$ cat config.mk
export PLATFORM = sky130hd
export DESIGN_NAME = gapless_grid_tile_placer_core
export DESIGN_NICKNAME = d
export VERILOG_FILES = /design/src/sv/ggtp_pkg.sv /design/src/sv/ggtp_div.sv /design/src/sv/ggtp_ctrl.sv /design/src/sv/ggtp_dpath.sv /design/src/sv/gapless_grid_tile_placer_core.sv
export SDC_FILE = /design/constraint.sdc
export NUM_CORES = 1
export LEC_CHECK = 0
export ABC_CLOCK_PERIOD_IN_PS = 14250
export BUFFER_PORTS_ARGS = -buffer_cell sky130_fd_sc_hd__clkbuf_2
export CAP_MARGIN = 20
export CORE_ASPECT_RATIO = 0.6
export CORE_MARGIN = 4
export CORE_UTILIZATION = 45
export CTS_CLUSTER_DIAMETER = 80
export DETAILED_ROUTE_END_ITERATION = 16
export PLACE_DENSITY_LB_ADDON = 0.15
export SYNTH_ARGS = -nofsm -noshare
export SYNTH_HDL_FRONTEND = slang
export SYNTH_HIERARCHICAL = 1
export SYNTH_SLANG_ARGS = --single-unit
$ cat constraint.sdc
create_clock -name clock -period 14.25 [get_ports clock]
set_input_delay 0.7125 -clock clock [delete_from_list [all_inputs] [get_ports clock]]
set_output_delay 0.7125 -clock clock [all_outputs]
set_load 0.01 [all_outputs]
$ cat src/sv/ggtp_pkg.sv
// Shared types, constants and functions of the gapless grid tile placer.
// Used by the controller, the datapath, the divider and the top level.
`default_nettype none
package ggtp_pkg;

   localparam int CsrIndexWidth = 2;
   localparam logic [6:0] MaxWindows = 7'd64;
   localparam logic [15:0] AreaWidthReset = 16'd1920;
   localparam logic [15:0] AreaHeightReset = 16'd1080;
   localparam logic [4:0] DivSteps = 5'd16;

   typedef enum logic [CsrIndexWidth-1:0] {
      CSR_AREA_X      = 2'd0,
      CSR_AREA_Y      = 2'd1,
      CSR_AREA_WIDTH  = 2'd2,
      CSR_AREA_HEIGHT = 2'd3
   } csr_index_type;

   typedef enum logic [3:0] {
      ST_IDLE,
      ST_DECODE,
      ST_ROWS,
      ST_PITCH,
      ST_WIN,
      ST_CH_GO,
      ST_CH,
      ST_MUL,
      ST_OUT
   } state_type;

   typedef enum logic [1:0] {
      DIV_ROWS,
      DIV_PITCH,
      DIV_WIN,
      DIV_CH
   } div_sel_type;

   typedef struct packed {
      logic        capture;
      logic        clear_pass;
      logic        start_pass;
      logic        div_start;
      div_sel_type div_sel;
      logic        store_rows;
      logic        store_pitch;
      logic        check_rows;
      logic        store_ch;
      logic        mul_load;
      logic        out_load;
   } cmd_type;

   typedef struct packed {
      logic first;
      logic count_zero;
      logic active;
      logic div_busy;
      logic out_free;
   } status_type;

   // Smallest c with c * c >= n, for n from 1 to 64.
   function automatic logic [3:0] ceil_sqrt(input logic [6:0] n);
      logic [3:0] c;
      c = 4'd1;
      for (int k = 1; k <= 7; k++) begin
         if (7'(k * k) < n) begin
            c = c + 4'd1;
         end
      end
      return c;
   endfunction

endpackage
`default_nettype wire

$ cat src/sv/ggtp_div.sv
// Radix-2 restoring divider, one quotient bit per cycle.
// Depends on ggtp_pkg for the step count.
`default_nettype none
module ggtp_div (
   input  wire logic        clock,
   input  wire logic        reset,
   input  wire logic        start,
   input  wire logic [15:0] dividend,
   input  wire logic [6:0]  divisor,
   output logic             busy,
   output logic [15:0]      quotient,
   output logic [6:0]       remainder
);
   import ggtp_pkg::*;

   logic [4:0]  count_ff, count_in;
   logic [15:0] quo_ff, quo_in;
   logic [6:0]  rem_ff, rem_in;
   logic [6:0]  dsr_ff, dsr_in;
   logic [7:0]  trial;
   logic [7:0]  diff;

   assign trial = {rem_ff, quo_ff[15]};
   assign diff = trial - {1'b0, dsr_ff};

   always_comb begin
      count_in = count_ff;
      quo_in = quo_ff;
      rem_in = rem_ff;
      dsr_in = dsr_ff;
      if (start) begin
         count_in = DivSteps;
         quo_in = dividend;
         rem_in = '0;
         dsr_in = divisor;
      end else if (count_ff != 5'd0) begin
         count_in = count_ff - 5'd1;
         if (trial >= {1'b0, dsr_ff}) begin
            rem_in = diff[6:0];
            quo_in = {quo_ff[14:0], 1'b1};
         end else begin
            rem_in = trial[6:0];
            quo_in = {quo_ff[14:0], 1'b0};
         end
      end
   end

   always_ff @(posedge clock) begin
      if (reset) begin
         count_ff <= '0;
      end else begin
         count_ff <= count_in;
      end
      quo_ff <= quo_in;
      rem_ff <= rem_in;
      dsr_ff <= dsr_in;
   end

   assign busy = (count_ff != 5'd0);
   assign quotient = quo_ff;
   assign remainder = rem_ff;

endmodule
`default_nettype wire

$ cat src/sv/ggtp_ctrl.sv
// Controller state machine of the tile placer: sequences capture, divisions,
// offset products and the result load. Depends on ggtp_pkg.
`default_nettype none
module ggtp_ctrl (
   input  wire logic                  clock,
   input  wire logic                  reset,
   input  wire logic                  req_valid,
   output logic                       req_stall,
   input  wire ggtp_pkg::status_type  status,
   output ggtp_pkg::cmd_type          cmd
);
   import ggtp_pkg::*;

   state_type state_ff, state_in;

   always_ff @(posedge clock) begin
      if (reset) begin
         state_ff <= ST_IDLE;
      end else begin
         state_ff <= state_in;
      end
   end

   always_comb begin
      state_in = state_ff;
      cmd = '0;
      req_stall = (state_ff != ST_IDLE);
      unique case (state_ff)
         ST_IDLE: begin
            if (req_valid) begin
               cmd.capture = 1'b1;
               state_in = ST_DECODE;
            end
         end
         ST_DECODE: begin
            priority if (status.first && status.count_zero) begin
               cmd.clear_pass = 1'b1;
               state_in = ST_IDLE;
            end else if (status.first) begin
               cmd.start_pass = 1'b1;
               cmd.div_start = 1'b1;
               cmd.div_sel = DIV_ROWS;
               state_in = ST_ROWS;
            end else if (!status.active) begin
               state_in = ST_IDLE;
            end else begin
               cmd.div_start = 1'b1;
               cmd.div_sel = DIV_WIN;
               state_in = ST_WIN;
            end
         end
         ST_ROWS: begin
            if (!status.div_busy) begin
               cmd.store_rows = 1'b1;
               cmd.div_start = 1'b1;
               cmd.div_sel = DIV_PITCH;
               state_in = ST_PITCH;
            end
         end
         ST_PITCH: begin
            if (!status.div_busy) begin
               cmd.store_pitch = 1'b1;
               cmd.div_start = 1'b1;
               cmd.div_sel = DIV_WIN;
               state_in = ST_WIN;
            end
         end
         ST_WIN: begin
            if (!status.div_busy) begin
               cmd.check_rows = 1'b1;
               state_in = ST_CH_GO;
            end
         end
         ST_CH_GO: begin
            cmd.div_start = 1'b1;
            cmd.div_sel = DIV_CH;
            state_in = ST_CH;
         end
         ST_CH: begin
            if (!status.div_busy) begin
               cmd.store_ch = 1'b1;
               state_in = ST_MUL;
            end
         end
         ST_MUL: begin
            cmd.mul_load = 1'b1;
            state_in = ST_OUT;
         end
         ST_OUT: begin
            if (status.out_free) begin
               cmd.out_load = 1'b1;
               state_in = ST_IDLE;
            end
         end
         default: begin
            state_in = ST_IDLE;
         end
      endcase
   end

endmodule
`default_nettype wire

$ cat src/sv/ggtp_dpath.sv
// Datapath of the tile placer: area registers, pass state, the shared divider,
// offset multipliers and the result register. Depends on ggtp_pkg and ggtp_div.
`default_nettype none
module ggtp_dpath (
   input  wire logic                                clock,
   input  wire logic                                reset,
   input  wire ggtp_pkg::cmd_type                   cmd,
   output ggtp_pkg::status_type                     status,
   input  wire logic [6:0]                          req_window_count,
   input  wire logic [7:0]                          req_border_width,
   input  wire logic                                req_first_window,
   output logic                                     rsp_valid,
   input  wire logic                                rsp_stall,
   output logic [16:0]                              rsp_tile_x,
   output logic [16:0]                              rsp_tile_y,
   output logic [15:0]                              rsp_tile_width,
   output logic [15:0]                              rsp_tile_height,
   input  wire logic                                csr_write_enable,
   input  wire logic [ggtp_pkg::CsrIndexWidth-1:0]  csr_index,
   input  wire logic [15:0]                         csr_write_data
);
   import ggtp_pkg::*;

   logic [15:0] area_x_ff, area_y_ff, area_w_ff, area_h_ff;

   logic [6:0]  count_ff;
   logic [7:0]  border_ff;
   logic        first_ff;

   logic [6:0]  total_ff;
   logic [3:0]  cols_ff;
   logic [6:0]  rows_ff;
   logic [6:0]  rows_base_ff;
   logic [3:0]  thresh_ff;
   logic [6:0]  col_idx_ff, col_idx_in;
   logic [6:0]  row_idx_ff, row_idx_in;
   logic [6:0]  win_idx_ff;
   logic [15:0] pitch_ff;
   logic        wide_ff;
   logic [15:0] ch_ff;
   logic [16:0] off_col_ff, off_row_ff;

   logic        out_valid_ff;
   logic [16:0] tile_x_ff, tile_y_ff;
   logic [15:0] tile_w_ff, tile_h_ff;

   logic [6:0]  count_sat;
   logic [3:0]  cols_sqrt;
   logic        wide_now;
   logic [18:0] width_x5, height_x7;
   logic [15:0] div_dividend;
   logic [6:0]  div_divisor;
   logic        div_busy;
   logic [15:0] div_quotient;
   logic [6:0]  div_remainder;
   logic [7:0]  col_of_win;
   logic [22:0] prod_col, prod_row;
   logic [8:0]  border_x2;
   logic [15:0] w_src, h_src;
   logic [16:0] sum_x, sum_y;
   logic [6:0]  row_next;

   // Configuration registers.
   always_ff @(posedge clock) begin
      if (reset) begin
         area_x_ff <= '0;
         area_y_ff <= '0;
         area_w_ff <= AreaWidthReset;
         area_h_ff <= AreaHeightReset;
      end else if (csr_write_enable) begin
         unique case (csr_index)
            CSR_AREA_X:      area_x_ff <= csr_write_data;
            CSR_AREA_Y:      area_y_ff <= csr_write_data;
            CSR_AREA_WIDTH:  area_w_ff <= csr_write_data;
            CSR_AREA_HEIGHT: area_h_ff <= csr_write_data;
            default:         area_x_ff <= area_x_ff;
         endcase
      end
   end

   assign count_sat = (count_ff > MaxWindows) ? MaxWindows : count_ff;
   assign cols_sqrt = ceil_sqrt(count_sat);
   assign width_x5 = {area_w_ff, 2'b00} + {3'b000, area_w_ff};
   assign height_x7 = {area_h_ff, 3'b000} - {3'b000, area_h_ff};
   assign wide_now = (width_x5 > height_x7);

   always_comb begin
      unique case (cmd.div_sel)
         DIV_ROWS: begin
            div_dividend = {9'd0, count_sat};
            div_divisor = {3'd0, cols_sqrt};
         end
         DIV_PITCH: begin
            div_dividend = wide_ff ? area_w_ff : area_h_ff;
            div_divisor = {3'd0, cols_ff};
         end
         DIV_WIN: begin
            div_dividend = {9'd0, win_idx_ff};
            div_divisor = rows_ff;
         end
         DIV_CH: begin
            div_dividend = wide_ff ? area_h_ff : area_w_ff;
            div_divisor = rows_ff;
         end
         default: begin
            div_dividend = '0;
            div_divisor = 7'd1;
         end
      endcase
   end

   ggtp_div u_div (
      .clock     (clock),
      .reset     (reset),
      .start     (cmd.div_start),
      .dividend  (div_dividend),
      .divisor   (div_divisor),
      .busy      (div_busy),
      .quotient  (div_quotient),
      .remainder (div_remainder)
   );

   // Column the current window falls in, counted from one.
   assign col_of_win = {1'b0, div_quotient[6:0]} + 8'd1;

   assign prod_col = {16'd0, col_idx_ff} * {7'd0, pitch_ff};
   assign prod_row = {16'd0, row_idx_ff} * {7'd0, ch_ff};

   assign border_x2 = {border_ff, 1'b0};
   assign w_src = wide_ff ? pitch_ff : ch_ff;
   assign h_src = wide_ff ? ch_ff : pitch_ff;
   assign sum_x = {1'b0, area_x_ff} + (wide_ff ? off_col_ff : off_row_ff);
   assign sum_y = {1'b0, area_y_ff} + (wide_ff ? off_row_ff : off_col_ff);

   always_comb begin
      row_next = row_idx_ff + 7'd1;
      row_idx_in = row_next;
      col_idx_in = col_idx_ff;
      if (row_next >= rows_ff) begin
         row_idx_in = '0;
         col_idx_in = col_idx_ff + 7'd1;
      end
   end

   // Captured request word.
   always_ff @(posedge clock) begin
      if (cmd.capture) begin
         count_ff <= req_window_count;
         border_ff <= req_border_width;
         first_ff <= req_first_window;
      end
   end

   // Pass state.
   always_ff @(posedge clock) begin
      if (reset || cmd.clear_pass) begin
         total_ff <= '0;
         cols_ff <= '0;
         rows_ff <= '0;
         rows_base_ff <= '0;
         thresh_ff <= '0;
         col_idx_ff <= '0;
         row_idx_ff <= '0;
         win_idx_ff <= '0;
         pitch_ff <= '0;
         wide_ff <= 1'b0;
      end else begin
         if (cmd.start_pass) begin
            total_ff <= count_sat;
            cols_ff <= cols_sqrt;
            wide_ff <= wide_now;
            col_idx_ff <= '0;
            row_idx_ff <= '0;
            win_idx_ff <= '0;
         end
         if (cmd.store_rows) begin
            rows_ff <= div_quotient[6:0];
            rows_base_ff <= div_quotient[6:0];
            thresh_ff <= cols_ff - div_remainder[3:0];
         end
         if (cmd.store_pitch) begin
            pitch_ff <= div_quotient;
         end
         if (cmd.check_rows && (col_of_win > {4'd0, thresh_ff})) begin
            rows_ff <= rows_base_ff + 7'd1;
         end
         if (cmd.out_load) begin
            row_idx_ff <= row_idx_in;
            col_idx_ff <= col_idx_in;
            win_idx_ff <= win_idx_ff + 7'd1;
         end
      end
   end

   always_ff @(posedge clock) begin
      if (cmd.store_ch) begin
         ch_ff <= div_quotient;
      end
      if (cmd.mul_load) begin
         off_col_ff <= prod_col[16:0];
         off_row_ff <= prod_row[16:0];
      end
   end

   // Result register.
   always_ff @(posedge clock) begin
      if (reset) begin
         out_valid_ff <= 1'b0;
      end else if (cmd.out_load) begin
         out_valid_ff <= 1'b1;
      end else if (!rsp_stall) begin
         out_valid_ff <= 1'b0;
      end
      if (cmd.out_load) begin
         tile_x_ff <= sum_x;
         tile_y_ff <= sum_y;
         tile_w_ff <= (w_src > {7'd0, border_x2}) ? (w_src - {7'd0, border_x2}) : '0;
         tile_h_ff <= (h_src > {7'd0, border_x2}) ? (h_src - {7'd0, border_x2}) : '0;
      end
   end

   assign status.first = first_ff;
   assign status.count_zero = (count_sat == 7'd0);
   assign status.active = (cols_ff != 4'd0) && (rows_ff != 7'd0) && (total_ff != 7'd0);
   assign status.div_busy = div_busy;
   assign status.out_free = !out_valid_ff || !rsp_stall;

   assign rsp_valid = out_valid_ff;
   assign rsp_tile_x = tile_x_ff;
   assign rsp_tile_y = tile_y_ff;
   assign rsp_tile_width = tile_w_ff;
   assign rsp_tile_height = tile_h_ff;

endmodule
`default_nettype wire

$ cat src/sv/gapless_grid_tile_placer_core.sv
// A window that continues a pass runs the divider twice before its word is loaded, a first
// window four times; requests are stalled until the last window's word has been loaded.
// That word is loaded only once the result register is empty or its result is being taken.
// A first window with a zero count, or a window outside a pass, gives no word.
// Reset is synchronous and active high; it ends any pass and loads the area defaults.
// Top level of the gapless grid tile placer; depends on ggtp_pkg, ggtp_ctrl and ggtp_dpath.
`default_nettype none
module gapless_grid_tile_placer_core (
   input  wire logic                                clock,
   input  wire logic                                reset,
   input  wire logic                                req_valid,
   output logic                                     req_stall,
   input  wire logic [6:0]                          req_window_count,
   input  wire logic [7:0]                          req_border_width,
   input  wire logic                                req_first_window,
   output logic                                     rsp_valid,
   input  wire logic                                rsp_stall,
   output logic [16:0]                              rsp_tile_x,
   output logic [16:0]                              rsp_tile_y,
   output logic [15:0]                              rsp_tile_width,
   output logic [15:0]                              rsp_tile_height,
   input  wire logic                                csr_write_enable,
   input  wire logic [ggtp_pkg::CsrIndexWidth-1:0]  csr_index,
   input  wire logic [15:0]                         csr_write_data
);
   import ggtp_pkg::*;

   cmd_type    cmd;
   status_type status;

   ggtp_ctrl u_ctrl (
      .clock     (clock),
      .reset     (reset),
      .req_valid (req_valid),
      .req_stall (req_stall),
      .status    (status),
      .cmd       (cmd)
   );

   ggtp_dpath u_dpath (
      .clock            (clock),
      .reset            (reset),
      .cmd              (cmd),
      .status           (status),
      .req_window_count (req_window_count),
      .req_border_width (req_border_width),
      .req_first_window (req_first_window),
      .rsp_valid        (rsp_valid),
      .rsp_stall        (rsp_stall),
      .rsp_tile_x       (rsp_tile_x),
      .rsp_tile_y       (rsp_tile_y),
      .rsp_tile_width   (rsp_tile_width),
      .rsp_tile_height  (rsp_tile_height),
      .csr_write_enable (csr_write_enable),
      .csr_index        (csr_index),
      .csr_write_data   (csr_write_data)
   );

endmodule
`default_nettype wire

==> run metrics <==
WHS Path Cells=1; count of final setup violators=0; cell area power density=between 100 and 150 nW/um^2; Worst IR Drop VDD=106 uV; Mapped Cells=2479; register area share after synthesis=32.9%; Avg Cell Area, Syn=slightly above 9 sq um; largest family of logic cells by synthesized area=adder cells; initial antenna violation count=0; hold_sp=req_window_count[3]; Logic pwr share=between 20% and 30%; synth warn=6; DRC viols=0; filler cell count=approximately 4800; Hold Path Sink=u_dpath/count_ff[3]; r2r setup slk=a little over 9 ns; Simple-Gate Fraction of Synth Area=17.4%; Final ANT Viol Nets=0; fin nets=between 2000 and 3000; Clock Power Share=32.1%; crit path max fanout=21; Async SR Flop Fraction=0%; Yosys reg bits=303; DR vias/cell=5.53; largest net degree at the start of global routing=just under 80; synthesized area=23200 sq um; startpoint types=register; vias=18000; chip height=184 um; post-CTS setup buffers=0; H-tree depth=1; DP Area=between 20000 and 25000 sq um; kind of critical path=reg2reg; drt first pass iters=5; final wirelength=around 65 mm; half-perimeter wire length after placement=approximately 50 mm; Worst R2R End=u_dpath/off_row_ff[14]; post-layout instance area=approximately 25000 sq um; unrepaired setup endpoints after global routing=false; die width=roughly 300 um; period utilisation layout=roughly a third; multiplexer area fraction after synthesis=between 5 and 6%; CTS tree=built; critical path required time=14.57 ns; Rows=64; Worst R2R Path Depth=14; Rel. slew slack=between 20% and 30%; Period minus WS final=between 4 and 5 ns; Leakage=around 10 nW; IO Port Bufs=~110; Post-synth EDFFs=155; Diodes inserted=0; register area=approximately 7600 sq um; synth unique cells=90; switching pwr=~0.84 mW; max cap viols=0; total track usage=between 20% and 30%; CTS root buf=clkbuf_16; # hold bufs at CTS=0; Core ar.=approximately 51000 sq um; gpl congestion=a little under 0.9; Seq pwr share=~43%; Synth Area in Adders=~20%; Worst Setup End Kind=register; Initial DRC Count=1672; Worst-path clk slew=~0.06 ns; grt ovf=0; Compound-Gate Fraction of Synth Area=approximately an eighth; Synth Area in XOR/XNOR=5.27%; Die Footprint=around 55000 sq um; crit path DAT=between 5 and 6 ns; Switching Share=between 30% and 40%; CTS buffer count=30; worst r2r src=u_dpath/row_idx_ff[2]; I/O pin count=107; transition time of the tightest slew-check pin=1.08 ns; Clock Path Buffers=3; area occupied by multi-input gates=14300 sq um; hold crit path type=in2reg; Clock Skew=between 0.01 and 0.015 ns; Setup Total Neg Slack=0 ns; Pint=between 1.5 and 2 mW; vias in the first global route=between 15000 and 20000; share of cells above drive strength 1=between 10% and 20%; Final Max Tran Viols=0; Wirelength per Cell=~20 um; area grow syn2layout=9.47%; CTS Sinks=just over 300; max frequency=between 0.2 and 0.25 GHz; global-route wire length before repair=a little over 100 mm; Primary FF master, synth=edfxtp_1; post-CTS sizing=0; status=finished clean; Worst-Skew Late Latency=roughly 0.58 ns; Starting Density=45.5%; Post-Syn Nets=2815; Final Hold Viols=0
==> power groups by stage <==
stage | registers [mW] | logic [mW] | clock network [mW]
after detailed placement | 1.14 | 0.642 | 0
after global placement | 1.14 | 0.619 | 0
after CTS | 1.12 | 0.646 | 0.858
after floorplan | 1.07 | 0.512 | 0
after global routing | 1.13 | 0.725 | 0.893
final | 1.12 | 0.649 | 0.836
==> logic make-up (layout without fill, tap and decap cells) <==
kind of cell | count (synthesis) | count (layout)
buffers and inverters | 328 | 404
and+or+nand+nor | 815 | 815
muxes | 124 | 124
xor gates and xnor gates | 137 | 137
adders and majority gates | 297 | 297
AOI/OAI and AO/OA | 475 | 475
DFF | 303 | 303
==> metal layers <==
metal | share of wire, % | GRT usage, % | vias to the layer above
met3 | 7.7 | 4.12 | 43
met1 | 51 | 37.2 | 8721
li1 | - | - | 8655
met5 | 0 | 0 | -
met2 | 40 | 33.2 | 539
met4 | 1.0 | 2.92 | 0
==> flip-flops by register name, indices dropped and copies added (netlist names), 7 cells and up <==
register,flops
u_dpath/col_idx_ff,7
u_dpath/u_div/quotient,16
u_dpath/rows_ff,7
u_dpath/row_idx_ff,7
u_dpath/u_div/dsr_ff,7
u_dpath/rows_base_ff,7
u_dpath/area_h_ff,16
u_dpath/total_ff,7
u_dpath/pitch_ff,16
u_dpath/off_row_ff,17
u_dpath/win_idx_ff,7
u_dpath/off_col_ff,17
u_dpath/rsp_tile_height,16
u_dpath/ch_ff,16
u_dpath/border_ff,8
u_dpath/u_div/remainder,7
u_dpath/area_w_ff,16
u_dpath/area_x_ff,16
u_dpath/area_y_ff,16
u_dpath/rsp_tile_y,17
u_dpath/rsp_tile_width,16
u_dpath/count_ff,7
u_dpath/rsp_tile_x,17
==> synth_stat cells (14+ instances only) <==
cell / instances / area share, %
nor3_1: 50 / 1.1
a21boi_0: 15 / 0.49
and2_1: 125 / 3.4
nor2_1: 135 / 2.2
nor4_1: 16 / 0.43
a21oi_1: 174 / 3.8
mux2i_1: 56 / 2.4
inv_1: 216 / 3.5
o21a_1: 29 / 0.94
dfxtp_1: 148 / 13
nand4_1: 17 / 0.46
clkbuf_1: 84 / 1.4
xnor2_1: 94 / 3.6
a31oi_1: 15 / 0.40
nand2_1: 301 / 4.9
a21o_1: 40 / 1.3
mux2_2: 67 / 3.3
a211oi_1: 26 / 0.84
fa_1: 122 / 11
ha_1: 175 / 9.4
xor2_1: 41 / 1.5
and3_1: 14 / 0.38
or3_1: 17 / 0.46
edfxtp_1: 155 / 20
o21ai_0: 72 / 1.6
nand3_1: 25 / 0.54
nand2b_1: 28 / 0.76
nor2b_1: 25 / 0.67
==> stage by stage <==
step	total power, mW	util (%)	setup WS, ns	hold WS [ns]	std cells
detailed placement	1.78	47.7	9.35	0.454	3189
global route	2.75	49.8	9.13	0.291	3248
finish	2.61	49.8	9.31	0.316	3248
global placement	1.76	47.7	9.35	0.452	3188
CTS	2.63	49.8	9.35	0.283	3245
floorplan	1.59	-	9.67	0.440	2479
==> cells in the final DEF, fill, tap and decap left out, types with 16 or more instances in the layout <==
cell         n
o21ai_0     72
and2_1     125
nand3_1     25
a211oi_1    26
o21a_1      29
inv_1      216
mux2_2      67
ha_1       175
clkbuf_16   34
nor2b_1     25
clkbuf_2   106
xnor2_1     94
fa_1       122
edfxtp_1   155
a21oi_1    173
xor2_1      41
nand4_1     17
a21o_1      40
nand2_1    301
nand2b_1    28
buf_4       21
mux2i_1     56
nor3_1      50
dfxtp_1    147
nor2_1     133
or3_1       17
nor4_1      16
==> worst max-delay path: stages (launching register included) <==
cell and delay, ns:
dfxtp_1 0.78, and2_1 0.25, fa_1 0.44, fa_1 0.47, fa_1 0.54, inv_1 0.05, fa_1 0.53, inv_1 0.04
ha_1 0.34, or3_1 0.37, o21ai_0 0.09, a21oi_1 0.09, a41o_1 0.28, o41ai_1 0.31, xnor2_1 0.10
==> final cells by class <==
| type | instances | share of cell area [%] |
|---|---|---|
| inverters | 220 | 3.26 |
| flip-flops and latches | 303 | 30.0 |
| repair buffers | 128 | 2.76 |
| clock buffers | 41 | 3.62 |
| clock inverters | 15 | 0.488 |
| multi-input cells | 1848 | 56.4 |
| well taps | 693 | 3.42 |
==> worst max-delay path by stage <==
stage | startpoint | end | slack [ns] | depth (start not counted)
2_1_floorplan | u_dpath/row_idx_ff[5] | u_dpath/off_row_ff[14] | 9.67 | 15
5_1_grt | u_dpath/row_idx_ff[2] | u_dpath/off_row_ff[14] | 9.13 | 14
3_5_place_dp | u_dpath/row_idx_ff[2] | u_dpath/off_row_ff[14] | 9.35 | 14
4_1_cts | u_dpath/row_idx_ff[2] | u_dpath/off_row_ff[14] | 9.35 | 14
3_3_place_gp | u_dpath/row_idx_ff[2] | u_dpath/off_row_ff[14] | 9.35 | 14
6_report | u_dpath/row_idx_ff[2] | u_dpath/off_row_ff[14] | 9.31 | 14
(Power assumes the default switching activity.)
